--- config.mk ---
export PLATFORM = sky130hd
export DESIGN_NAME = source_token_scanner
export DESIGN_NICKNAME = d
export VERILOG_FILES = /design/src/rtl/stsc_pkg.sv /design/src/rtl/stsc_front.sv /design/src/rtl/stsc_queue.sv /design/src/rtl/stsc_back.sv /design/src/rtl/source_token_scanner.sv
export SDC_FILE = /design/constraint.sdc
export NUM_CORES = 1
export LEC_CHECK = 0
export ABC_AREA = 0
export BUFFER_PORTS_ARGS = -buffer_cell sky130_fd_sc_hd__buf_4
export CORE_ASPECT_RATIO = 0.6
export CORE_MARGIN = 2
export CORE_UTILIZATION = 58
export CTS_BUF_LIST = sky130_fd_sc_hd__clkbuf_8
export DETAILED_ROUTE_END_ITERATION = 10
export GPL_TIMING_DRIVEN = 0
export PLACE_DENSITY_LB_ADDON = 0.12
export SETUP_SLACK_MARGIN = 0.05
export SYNTH_ARGS = -nofsm -noshare
export SYNTH_HDL_FRONTEND = slang
export SYNTH_HIERARCHICAL = 1
export SYNTH_SLANG_ARGS = --single-unit
--- constraint.sdc ---
create_clock -name clk_i -period 8.6 [get_ports clk_i]
set_input_delay 0.86 -clock clk_i [delete_from_list [all_inputs] [get_ports clk_i]]
set_output_delay 0.86 -clock clk_i [all_outputs]
set_load 0.05 [all_outputs]
--- src/rtl/stsc_pkg.sv ---
`timescale 1ns / 1ps
// ----------------------------------------------------------------------------
// stsc_pkg
// types, token codes and constants shared by the token scanner modules
// ----------------------------------------------------------------------------
package stsc_pkg;

  // identifier bytes kept in name_packed
  localparam int NameChars = 8;
  // width of line and column counters
  localparam int PosBits = 16;
  // entries in the queue between front and back
  localparam int QueueDepth = 4;
  localparam int QueuePtrW = $clog2(QueueDepth);
  localparam int QueueCntW = $clog2(QueueDepth + 1);

  localparam logic [63:0] NameMask = (NameChars >= 8) ? {64{1'b1}} :
                                     ((64'd1 << (8 * NameChars)) - 64'd1);
  localparam logic [PosBits-1:0] PosMax = {PosBits{1'b1}};
  localparam logic [30:0] IntMax = {31{1'b1}};
  localparam logic [7:0] LenMax = 8'hFF;
  localparam logic [7:0] NewLine = 8'h0A;

  // keyword text, first character in the low byte
  localparam logic [63:0] KwIntText  = 64'h0000_0000_0074_6E69;
  localparam logic [63:0] KwVoidText = 64'h0000_0000_6469_6F76;
  localparam logic [63:0] KwFnText   = 64'h0000_0000_0000_6E66;
  localparam logic [63:0] KwLetText  = 64'h0000_0000_0074_656C;
  localparam logic [7:0] KwIntLen  = 8'd3;
  localparam logic [7:0] KwVoidLen = 8'd4;
  localparam logic [7:0] KwFnLen   = 8'd2;
  localparam logic [7:0] KwLetLen  = 8'd3;

  typedef enum logic [4:0] {
    KindEnd    = 5'd0,
    KindIdent  = 5'd1,
    KindInt    = 5'd2,
    KindKwInt  = 5'd3,
    KindKwVoid = 5'd4,
    KindKwFn   = 5'd5,
    KindKwLet  = 5'd6,
    KindPlus   = 5'd7,
    KindMinus  = 5'd8,
    KindStar   = 5'd9,
    KindSlash  = 5'd10,
    KindAssign = 5'd11,
    KindLParen = 5'd12,
    KindRParen = 5'd13,
    KindLBrack = 5'd14,
    KindRBrack = 5'd15,
    KindLBrace = 5'd16,
    KindRBrace = 5'd17,
    KindSemi   = 5'd18,
    KindComma  = 5'd19,
    KindColon  = 5'd20,
    KindError  = 5'd21
  } token_kind_e;

  typedef enum logic [1:0] {
    ScanIdle   = 2'd0,
    ScanIdent  = 2'd1,
    ScanNumber = 2'd2
  } scan_mode_e;

  typedef struct packed {
    logic [7:0] char_byte;
    logic       end_of_text;
  } tok_in_t;

  typedef struct packed {
    logic [4:0]         token_kind;
    logic [30:0]        int_value;
    logic               value_overflow;
    logic [63:0]        name_packed;
    logic [7:0]         name_length;
    logic               name_truncated;
    logic [PosBits-1:0] start_line;
    logic [PosBits-1:0] start_column;
    logic               last_of_run;
  } tok_out_t;

  // work for one accepted item: an optional flushed token, then an optional
  // single-character token (punctuator, error or end)
  typedef struct packed {
    tok_out_t           first;
    logic               has_first;
    token_kind_e        sec_kind;
    logic [PosBits-1:0] sec_line;
    logic [PosBits-1:0] sec_col;
    logic               has_second;
  } step_t;

  function automatic token_kind_e punct_kind(input logic [7:0] c);
    token_kind_e k;
    unique case (c)
      8'h2B:   k = KindPlus;    // +
      8'h2D:   k = KindMinus;   // -
      8'h2A:   k = KindStar;    // *
      8'h2F:   k = KindSlash;   // /
      8'h3D:   k = KindAssign;  // =
      8'h28:   k = KindLParen;  // (
      8'h29:   k = KindRParen;  // )
      8'h5B:   k = KindLBrack;  // [
      8'h5D:   k = KindRBrack;  // ]
      8'h7B:   k = KindLBrace;  // {
      8'h7D:   k = KindRBrace;  // }
      8'h3B:   k = KindSemi;    // ;
      8'h2C:   k = KindComma;   // ,
      8'h3A:   k = KindColon;   // :
      default: k = KindError;
    endcase
    return k;
  endfunction

endpackage

--- src/rtl/stsc_front.sv ---
`timescale 1ns / 1ps
// ----------------------------------------------------------------------------
// stsc_front
// classifies each byte, tracks position and the pending token, queues work
// ----------------------------------------------------------------------------
module stsc_front (
  input  logic             clk_i,
  input  logic             rst_ni,
  input  logic             in_valid_i,
  input  stsc_pkg::tok_in_t in_data_i,
  input  logic             q_full_i,
  output logic             in_ready_o,
  output logic             push_o,
  output stsc_pkg::step_t  step_o
);
  import stsc_pkg::*;

  scan_mode_e         mode_q, mode_d;
  logic [63:0]        name_q, name_d;
  logic [7:0]         len_q, len_d;
  logic [30:0]        accum_q, accum_d;
  logic               sat_q, sat_d;
  logic [PosBits-1:0] line_q, line_d, col_q, col_d;
  logic [PosBits-1:0] tok_line_q, tok_line_d, tok_col_q, tok_col_d;
  logic               halted_q, halted_d;

  logic               acc;
  logic [7:0]         c;
  logic               is_alpha, is_digit, is_space;
  logic               cont;
  logic [63:0]        base_name;
  logic [7:0]         base_len, len_inc;
  logic [30:0]        base_accum;
  logic               base_sat;
  logic [34:0]        acc_x10;
  logic               acc_over;
  logic [63:0]        name_app;
  logic [PosBits-1:0] adv_line, adv_col;
  tok_out_t           flush_tok;

  assign in_ready_o = !q_full_i;
  assign acc = in_valid_i && in_ready_o;
  assign c = in_data_i.char_byte;
  assign is_alpha = (c >= 8'h61 && c <= 8'h7A) || (c >= 8'h41 && c <= 8'h5A);
  assign is_digit = (c >= 8'h30 && c <= 8'h39);
  assign is_space = (c == 8'h20) || (c >= 8'h09 && c <= 8'h0D);

  // continue the pending token, else start from a cleared one
  assign cont = (mode_q == ScanIdent && (is_alpha || is_digit)) ||
                (mode_q == ScanNumber && is_digit);
  assign base_name  = cont ? name_q : 64'd0;
  assign base_len   = cont ? len_q : 8'd0;
  assign base_accum = cont ? accum_q : 31'd0;
  assign base_sat   = cont ? sat_q : 1'b0;
  assign len_inc    = (base_len == LenMax) ? LenMax : base_len + 8'd1;

  assign name_app = (base_len < 8'd8) ?
                    (base_name | (64'(c) << {base_len[2:0], 3'b000})) : base_name;
  assign acc_x10  = (35'(base_accum) << 3) + (35'(base_accum) << 1) + 35'(c - 8'h30);
  assign acc_over = acc_x10 > 35'(IntMax);

  assign adv_line = (c == NewLine && line_q != PosMax) ? line_q + 1'b1 : line_q;
  assign adv_col  = (c == NewLine) ? '0 : ((col_q != PosMax) ? col_q + 1'b1 : col_q);

  // token that a pending identifier or number turns into
  always_comb begin
    flush_tok = '0;
    flush_tok.start_line = tok_line_q;
    flush_tok.start_column = tok_col_q;
    if (mode_q == ScanNumber) begin
      flush_tok.token_kind = KindInt;
      flush_tok.int_value = accum_q;
      flush_tok.value_overflow = sat_q;
      flush_tok.name_length = len_q;
    end else if (len_q == KwIntLen && name_q == KwIntText) begin
      flush_tok.token_kind = KindKwInt;
    end else if (len_q == KwVoidLen && name_q == KwVoidText) begin
      flush_tok.token_kind = KindKwVoid;
    end else if (len_q == KwFnLen && name_q == KwFnText) begin
      flush_tok.token_kind = KindKwFn;
    end else if (len_q == KwLetLen && name_q == KwLetText) begin
      flush_tok.token_kind = KindKwLet;
    end else begin
      flush_tok.token_kind = KindIdent;
      flush_tok.name_packed = name_q & NameMask;
      flush_tok.name_length = len_q;
      flush_tok.name_truncated = len_q > 8'(NameChars);
    end
  end

  always_comb begin
    mode_d = mode_q;
    name_d = name_q;
    len_d = len_q;
    accum_d = accum_q;
    sat_d = sat_q;
    line_d = line_q;
    col_d = col_q;
    tok_line_d = tok_line_q;
    tok_col_d = tok_col_q;
    halted_d = halted_q;
    step_o = '0;
    step_o.first = flush_tok;
    step_o.sec_kind = KindEnd;
    step_o.sec_line = line_q;
    step_o.sec_col = col_q;
    if (acc && !halted_q) begin
      priority if (in_data_i.end_of_text) begin
        step_o.has_first = (mode_q != ScanIdle);
        step_o.has_second = 1'b1;
        mode_d = ScanIdle;
        name_d = '0;
        len_d = '0;
        accum_d = '0;
        sat_d = 1'b0;
        line_d = '0;
        col_d = '0;
        tok_line_d = '0;
        tok_col_d = '0;
      end else if (cont && mode_q == ScanIdent) begin
        name_d = name_app;
        len_d = len_inc;
        line_d = adv_line;
        col_d = adv_col;
      end else if (cont) begin
        accum_d = acc_over ? IntMax : acc_x10[30:0];
        sat_d = base_sat | acc_over;
        len_d = len_inc;
        line_d = adv_line;
        col_d = adv_col;
      end else begin
        step_o.has_first = (mode_q != ScanIdle);
        mode_d = ScanIdle;
        name_d = '0;
        len_d = '0;
        accum_d = '0;
        sat_d = 1'b0;
        priority if (is_space) begin
          // separator only
        end else if (is_alpha) begin
          mode_d = ScanIdent;
          tok_line_d = line_q;
          tok_col_d = col_q;
          name_d = name_app;
          len_d = len_inc;
        end else if (is_digit) begin
          mode_d = ScanNumber;
          tok_line_d = line_q;
          tok_col_d = col_q;
          accum_d = acc_x10[30:0];
          sat_d = 1'b0;
          len_d = len_inc;
        end else begin
          step_o.has_second = 1'b1;
          step_o.sec_kind = punct_kind(c);
          halted_d = (punct_kind(c) == KindError);
        end
        line_d = adv_line;
        col_d = adv_col;
      end
    end
    push_o = step_o.has_first || step_o.has_second;
  end

  always_ff @(posedge clk_i or negedge rst_ni) begin
    if (!rst_ni) begin
      mode_q <= ScanIdle;
      name_q <= '0;
      len_q <= '0;
      accum_q <= '0;
      sat_q <= 1'b0;
      line_q <= '0;
      col_q <= '0;
      tok_line_q <= '0;
      tok_col_q <= '0;
      halted_q <= 1'b0;
    end else begin
      mode_q <= mode_d;
      name_q <= name_d;
      len_q <= len_d;
      accum_q <= accum_d;
      sat_q <= sat_d;
      line_q <= line_d;
      col_q <= col_d;
      tok_line_q <= tok_line_d;
      tok_col_q <= tok_col_d;
      halted_q <= halted_d;
    end
  end

`ifndef SYNTHESIS
  a_halt_silent: assert property (@(posedge clk_i) disable iff (!rst_ni)
    halted_q |-> !push_o) else $error("queued work after error token");

  a_error_halts: assert property (@(posedge clk_i) disable iff (!rst_ni)
    (push_o && step_o.has_second && step_o.sec_kind == KindError) |=> halted_q)
    else $error("error token did not halt scanner");
`endif

endmodule

--- src/rtl/stsc_queue.sv ---
`timescale 1ns / 1ps
// ----------------------------------------------------------------------------
// stsc_queue
// short fifo of scan steps between front and back
// ----------------------------------------------------------------------------
module stsc_queue (
  input  logic            clk_i,
  input  logic            rst_ni,
  input  logic            push_i,
  input  stsc_pkg::step_t wr_data_i,
  input  logic            pop_i,
  output stsc_pkg::step_t rd_data_o,
  output logic            full_o,
  output logic            empty_o
);
  import stsc_pkg::*;

  step_t                mem_q [QueueDepth];
  logic [QueuePtrW-1:0] wr_ptr_q, rd_ptr_q;
  logic [QueueCntW-1:0] cnt_q;
  logic                 do_push, do_pop;

  assign full_o  = (cnt_q == QueueCntW'(QueueDepth));
  assign empty_o = (cnt_q == '0);
  assign do_push = push_i && !full_o;
  assign do_pop  = pop_i && !empty_o;
  assign rd_data_o = mem_q[rd_ptr_q];

  always_ff @(posedge clk_i) begin
    if (do_push) begin
      mem_q[wr_ptr_q] <= wr_data_i;
    end
  end

  always_ff @(posedge clk_i or negedge rst_ni) begin
    if (!rst_ni) begin
      wr_ptr_q <= '0;
      rd_ptr_q <= '0;
      cnt_q <= '0;
    end else begin
      if (do_push) begin
        wr_ptr_q <= (wr_ptr_q == QueuePtrW'(QueueDepth - 1)) ? '0 : wr_ptr_q + 1'b1;
      end
      if (do_pop) begin
        rd_ptr_q <= (rd_ptr_q == QueuePtrW'(QueueDepth - 1)) ? '0 : rd_ptr_q + 1'b1;
      end
      cnt_q <= cnt_q + QueueCntW'(do_push) - QueueCntW'(do_pop);
    end
  end

`ifndef SYNTHESIS
  a_no_overflow: assert property (@(posedge clk_i) disable iff (!rst_ni)
    push_i |-> !full_o) else $error("push into full queue");
`endif

endmodule

--- src/rtl/stsc_back.sv ---
`timescale 1ns / 1ps
// ----------------------------------------------------------------------------
// stsc_back
// expands each queued step into one or two tokens behind an output register
// ----------------------------------------------------------------------------
module stsc_back (
  input  logic             clk_i,
  input  logic             rst_ni,
  input  stsc_pkg::step_t  head_i,
  input  logic             q_empty_i,
  output logic             pop_o,
  output logic             out_valid_o,
  input  logic             out_ready_i,
  output stsc_pkg::tok_out_t out_data_o
);
  import stsc_pkg::*;

  logic     out_valid_q, out_valid_d;
  tok_out_t out_q;
  tok_out_t tok;
  logic     phase_q, phase_d;
  logic     load, take, emit_second;

  assign load = !out_valid_q || out_ready_i;
  assign take = load && !q_empty_i;
  // second half once the flushed token is out, or when there is none
  assign emit_second = phase_q || !head_i.has_first;

  always_comb begin
    if (emit_second) begin
      tok = '0;
      tok.token_kind = head_i.sec_kind;
      tok.start_line = head_i.sec_line;
      tok.start_column = head_i.sec_col;
      tok.last_of_run = 1'b1;
    end else begin
      tok = head_i.first;
      tok.last_of_run = !head_i.has_second;
    end
    pop_o = take && (emit_second || !head_i.has_second);
    phase_d = take ? (!emit_second && head_i.has_second) : phase_q;
    out_valid_d = load ? !q_empty_i : out_valid_q;
  end

  always_ff @(posedge clk_i) begin
    if (take) begin
      out_q <= tok;
    end
  end

  always_ff @(posedge clk_i or negedge rst_ni) begin
    if (!rst_ni) begin
      out_valid_q <= 1'b0;
      phase_q <= 1'b0;
    end else begin
      out_valid_q <= out_valid_d;
      phase_q <= phase_d;
    end
  end

  assign out_valid_o = out_valid_q;
  assign out_data_o = out_q;

`ifndef SYNTHESIS
  a_phase_holds_head: assert property (@(posedge clk_i) disable iff (!rst_ni)
    phase_q |-> !q_empty_i) else $error("second half pending with empty queue");
`endif

endmodule

--- src/rtl/source_token_scanner.sv ---
`timescale 1ns / 1ps
// a token reaches the output register through the step queue after its item is accepted
// throughput: one item per cycle if the queue is not full; one token per cycle if out_ready_i
// an item that ends a pending token and carries its own gives two tokens, one after the other
// the 4-entry step queue absorbs those bursts; input stalls only when it is full
// reset clears position, pending token, halt flag, queue pointers and output valid
// ----------------------------------------------------------------------------
// source_token_scanner
// streaming lexer: bytes in, tokens with start line and column out
// ----------------------------------------------------------------------------
module source_token_scanner (
  input  logic               clk_i,
  input  logic               rst_ni,
  input  logic               in_valid_i,
  output logic               in_ready_o,
  input  stsc_pkg::tok_in_t  in_data_i,
  output logic               out_valid_o,
  input  logic               out_ready_i,
  output stsc_pkg::tok_out_t out_data_o
);
  import stsc_pkg::*;

  // front to queue
  logic  push;
  step_t push_step;
  // queue to back
  step_t head;
  logic  q_full, q_empty, pop;

  // front: classifies each byte, keeps line/column and the pending token,
  // and writes one step per item that yields any token
  stsc_front u_front (
    .clk_i      (clk_i),
    .rst_ni     (rst_ni),
    .in_valid_i (in_valid_i),
    .in_data_i  (in_data_i),
    .q_full_i   (q_full),
    .in_ready_o (in_ready_o),
    .push_o     (push),
    .step_o     (push_step)
  );

  // decouples front and back so either side can stall alone
  stsc_queue u_queue (
    .clk_i     (clk_i),
    .rst_ni    (rst_ni),
    .push_i    (push),
    .wr_data_i (push_step),
    .pop_i     (pop),
    .rd_data_o (head),
    .full_o    (q_full),
    .empty_o   (q_empty)
  );

  // back: splits a step into its tokens, marks the last one of the item
  stsc_back u_back (
    .clk_i       (clk_i),
    .rst_ni      (rst_ni),
    .head_i      (head),
    .q_empty_i   (q_empty),
    .pop_o       (pop),
    .out_valid_o (out_valid_o),
    .out_ready_i (out_ready_i),
    .out_data_o  (out_data_o)
  );

`ifndef SYNTHESIS
  a_no_push_stalled: assert property (@(posedge clk_i) disable iff (!rst_ni)
    push |-> (in_valid_i && in_ready_o)) else $error("step queued without accepted item");
`endif

endmodule

# --- After elaboration in Yosys (flattened, before gate mapping) ---
# Memory sizes are Yosys's and may differ from the RTL's.
# Index checks and enable logic that the tools add are counted.
totals:
  ram_bits: 724
  elab_cells: 228
  in_bits: 13
  ff_bits: 323
  n_memories: 1
  output_inout_bits: 145
op_classes:
  n_lt_le_gt_ge: 11
  n_bitwise: 8
  n_mux: 91
  eq_ne: 36
  reduce_logical: 46
  shift: 1
  addsub: 10
memory_table:
  columns: ["memory", "words", "width", "read_ports", "rd_clocked_by_memory_dff", "wr", "line_no", "source"]
  rows:
  - ["u_queue.mem_q", 4, 181, 1, 0, 1, "stsc_queue.sv:18", "step_t mem_q [QueueDepth];"]
ops:
  columns: ["op", "n"]
  rows:
  - ["64-bit two-way mux", 8]
  - ["73-bit two-way mux", 4]
  - ["16-bit two-way mux", 17]
  - ["31-bit two-way mux", 8]
  - ["143-bit two-way mux", 1]
  - ["64-bit by 23-bit equality test with 1-bit output (second input constant)", 2]
  - ["8-bit by 6-bit equality test with 1-bit output (second input constant)", 11]
  - ["8-bit two-way mux", 9]
  - ["5-bit two-way mux", 14]
  - ["5-bit case mux with 14 select lines", 1]
  - ["64-bit by 15-bit equality test with 1-bit output (second input constant)", 1]
  - ["64-bit by 31-bit equality test with 1-bit output (second input constant)", 1]
  - ["64-bit OR", 1]
  - ["8-bit by 6-bit left shift with 64-bit output", 1]
  - ["34-bit by 32-bit adder with 35-bit output", 1]
  - ["35-bit adder", 1]
  - ["35-bit by 31-bit > comparator with 1-bit output (second input constant)", 1]
  - ["16-bit by 1-bit adder with 16-bit output (second input constant)", 2]
  - ["8-bit by 7-bit equality test with 1-bit output (second input constant)", 4]
  - ["32-bit two-way mux", 1]
  - ["16-bit inequality test (second input constant)", 2]
  - ["1-bit logical AND", 19]
  - ["6-bit two-way mux", 3]
  - ["8-bit by 2-bit equality test with 1-bit output (second input constant)", 2]
  - ["36 further kinds", 88]

# --- Depth between registers and ports, before layout ---
depth:
  ltp_word: 15
  depth_mapped: 24
  ltp_nobuf: 21

# --- Hierarchy ---
# Netlist, hierarchy kept.
modules_own_cells:
  columns: ["module", "seq_area_each_um2", "cells_per_inst", "area_per_inst_um2", "instances"]
  rows:
  - ["stsc_queue", 22036.1, 995, 26754.4, 1]
  - ["stsc_front", 4279.1, 1267, 11426.0, 1]
  - ["stsc_back", 4344.2, 312, 5764.3, 1]

# --- Worst setup path before layout ---
# No wires, ideal clock.
synth_timing:
  path_kind: "input-to-reg"
  start: "input out_ready_i"
  end: "register u_queue.cnt_q[2]"
  path_buffers: 0
  t_required_ns: 8.477
  setup_slack_ns: -1.125
  cell_stages: 11
  t_arrival_ns: 9.603
  cell_sequence: "inv_1 -> a21oi_1 -> and2_1 -> o31ai_1 -> inv_1 -> ha_1 -> inv_1 -> ha_1 -> fa_1 -> xnor2_1 -> xnor2_1"
synth_between:
  elab_chain_len: 5
synth_lines:
  columns: ["element", "line_no", "source"]
  rows:
  - ["from (decl)", "source_token_scanner.sv:18", "input logic out_ready_i,"]
  - ["1-bit logical OR", "stsc_back.sv:24", "assign load = !out_valid_q || out_ready_i;"]
  - ["1-bit logical AND", "stsc_back.sv:25", "assign take = load && !q_empty_i;"]
  - ["via u_back.take", "stsc_back.sv:22", "logic load, take, emit_second;"]
  - ["1-bit logical AND", "stsc_back.sv:40", "pop_o = take && (emit_second || !head_i.has_second);"]
  - ["via pop", "source_token_scanner.sv:28", "logic q_full, q_empty, pop;"]
  - ["1-bit logical AND", "stsc_queue.sv:26", "assign do_pop = pop_i && !empty_o;"]
  - ["via u_queue.do_pop", "stsc_queue.sv:21", "logic do_push, do_pop;"]
  - ["3-bit by 1-bit subtractor with 3-bit output", "stsc_queue.sv:47", "cnt_q <= cnt_q + QueueCntW'(do_push) - QueueCntW'(do_pop);"]
  - ["to (signal assigned)", "stsc_queue.sv:47", null]
  - ["to (decl)", "stsc_queue.sv:20", "logic [QueueCntW-1:0] cnt_q;"]
# The timed path passes the listed nets, and every way through them passes these cells.
# A chain may end at the register's enable or synchronous reset.

# --- Worst setup path in the final report ---
layout_timing:
  start: "input in_data_i[6] (netlist bit)"
  end: "register u_front.accum_q[12]"
layout_between:
  elab_chain_len: 15
  word_cells_on_any_way: 34
  cone_classes: "add/sub: 3; order compare: 9; eq/ne: 2; mux: 8; reduce/logical: 12"
layout_lines:
  columns: ["element", "line_no", "source"]
  rows:
  - ["from (decl)", "source_token_scanner.sv:16", "input stsc_pkg::tok_in_t in_data_i,"]
  - ["parallel branches: the longest is 15 deep, another holds 34-bit by 32-bit adder with 35-bit output", null, null]
  - ["to (signal assigned)", "stsc_front.sv:181", "accum_q <= accum_d;"]
  - ["to (decl)", "stsc_front.sv:21", "logic [30:0] accum_q, accum_d;"]
# Several ways; the timed one is not identified. The select of a mux whose other input is x is not followed.

==> results.md <==
* Outcome: complete, no violations
* Vias in the first global route at 24.56k
* Number of hold violations in the final report at 0
* Via count at 24.33k
* Slew headroom at 0.1744
* GR Util All Layers at 0.2592
* Multi-input logic area at 12310 sq um
* First-pass GRT wire length at 148700 um
* Routed len/inst at 24.38 um
* Ys Warns at 6
* Critical Path Sink Type: flip-flop
* Flop pwr share at 0.430
* FP Rows at 77
* Final setup violating endpoints at 0
* Clk_skew at 29.97 ps
* Commonest non-fill, non-tap cell in the layout: edfxtp_1
* Placed Area at 46750 sq um
* Commonest non-fill, non-tap cells in the layout: 867 x edfxtp_1, 182 x and2_1, 181 x mux4_2
* Startpoint types: input port
* Max Freq at 138.8 MHz
* Die ar. at 77790 sq um
* Cells after synthesis at 2568
* Clk_lat worst skew at 830 ps
* Area Growth Syn to Fin at 13.44%
* Final antenna-violating net count at 0
* Die Ht at 216.9 um
* CP required at 9290 ps
* First-pass iteration count of the detailed router at 5
* Leak pwr at 18.39 nW
* Cell Area, Synth at 43790 sq um
* Sw power at 5.221 mW
* Fill count at 5068
* Detailed Place HPWL at 64260 um
* CTS H-tree lvls at 4
* NumNets Final at 2986
* Fraction of layout instances using a drive strength above 1 at 0.2271
* DRC at 0
* Iteration-0 DRC Markers at 2474
* Share of power burned in the clock network at 0.245
* WL final at 97760 um
* Port Buf Inserts at 155
* Slew Limit Fails at 0
* Sequential Area at 30540 sq um
* Worst-path clk slew at 60 ps
* Tot Pwr at 15.50 mW
* Period Utilization, post-route at 0.8376
* Clk sinks at 1047
* CTS buffer count at 147
* Slew @ Worst Pin at 1238 ps
* Max FO, Critical Path at 10
* Power share of the combinational group at 0.325
* WP data arrival at 7900 ps
* Die W at 358.8 um
* Vias per cell at 6.067
* Path type of the worst setup path: in2reg
* Post-route cell area at 49680 sq um
* Int Pwr at 10.28 mW
* Syn_area_per_cell at 17.05 sq um
* TritonCTS clock tree: done
* Root Buffer: clkbuf_8
* RSZ-0062 raised after global routing: false
* Initial antenna violation count at 4
* Sw Ratio at 0.3369
* Placeable Area at 74180 sq um
* Initial Util at 0.5904
* Gpl congestion at 0.8786
* Clock buffer depth at 3
* Pwr/cell area at 312.0 nW/um^2
* VDD IR max at 0.2842 mV
* Pin count of the biggest net entering global routing at 111
* Max-Cap Viols at 0
* Minimum clock period at 7203 ps
* I/O Pins at 158
* Hold Crit Class: in2reg
* GRT overflow at 0
power by group through the flow:
stage,clock network (mW),logic [mW],registers (mW)
after floorplan,0,2.35,7.98
after global placement,0,4.93,6.89
after detailed placement,0,5.07,6.77
after CTS,3.90,5.09,6.68
after global routing,4.12,5.32,6.73
final,3.80,5.03,6.67
final cells by class:
type | instances | area share
Multi-Input combinational cell | 1342 | 0.2477
Tap cell | 987 | 0.02486
Inverter | 37 | 0.002796
Clock buffer | 168 | 0.04654
Timing Repair Buffer | 176 | 0.03410
Buffer | 143 | 0.01703
Clock inverter | 103 | 0.01189
Sequential cell | 1047 | 0.6147
Antenna cell | 7 | 0.0003526
layer usage:
layer | track usage | part of all wire | vias up
met5 | 0 | 0 | -
met4 | 0.08042 | 0.018 | 0
met3 | 0.05593 | 0.072 | 120
met2 | 0.3660 | 0.44 | 862
met1 | 0.4072 | 0.47 | 12650
li1 | - | - | 10700
stage by stage:
step           TNS (ps)  hold WS [ps]  utilization  setup WS (ps)  instances
2_1_floorplan         0         444.2            -          878.9       2569
3_3_place_gp   -3109110         473.0       0.6228          -4375       3711
3_5_place_dp          0         490.0       0.6302          734.5       3731
4_1_cts               0         150.4       0.6694           1634       4003
5_1_grt               0         184.7       0.6696           1116       4007
6_report              0         241.0       0.6697           1397       4010
critical path, stage by stage:
cell       delay (ps)
buf_4             100
clkbuf_1          630
inv_1             220
ha_1              280
nand2_1           110
or3_1             140
o211ai_1           90
a21oi_2           290
a21o_1            270
clkbuf_1          600
clkbuf_1          760
and2_1            320
fa_1              440
ha_1              420
nand3_1           240
nor3_2            230
o2111ai_1         190
o211ai_2          220
nand4_2           190
mux2_4            340
nor4_4            320
a21oi_2           150
buf_6             180
a221o_1           270
registers in the layout (all words and copies together), names as in the netlist:
signal,cells
u_front/line_q,16
u_queue/rd_ptr_q,2
u_front/sat_q,1
u_back/phase_q,1
u_queue/wr_ptr_q,2
u_queue/cnt_q,3
u_front/col_q,16
u_front/name_q,64
u_queue/mem_q,724
u_front/tok_line_q,16
u_front/len_q,8
u_front/accum_q,31
u_front/mode_q,2
u_back/out_valid_o,1
u_back/out_data_o,143
u_front/tok_col_q,16
u_front/halted_q,1
timing repair:
action | 4_1_cts | 5_1_grt
resized for setup | 0 | 0
endpoints found under the hold margin | 38 | 0
setup endpoints to repair | 0 | 0
buffers inserted | 0 | 0
hold buffers | 1 | 0
path summary, 6_finish.rpt:
check,from,endpoint,slack [ps],cells after the start
max,in_data_i[6],u_front/accum_q[12]$_DFFE_PN0P_,1400,24
min,out_ready_i,u_back/out_valid_o$_DFFE_PN0P_,240,2
max reg2reg,u_front/mode_q[0]$_DFFE_PN0P_,u_front/accum_q[12]$_DFFE_PN0P_,2320,18
min reg2reg,u_front/sat_q$_DFFE_PN0P_,u_front/sat_q$_DFFE_PN0P_,500,1
max in group asynchronous,rst_ni,u_front/name_q[10]$_DFFE_PN0P_,6880,3
min in group asynchronous,rst_ni,u_front/tok_col_q[9]$_DFFE_PN0P_,610,2
Note: power is estimated with default switching activity, not from simulation.
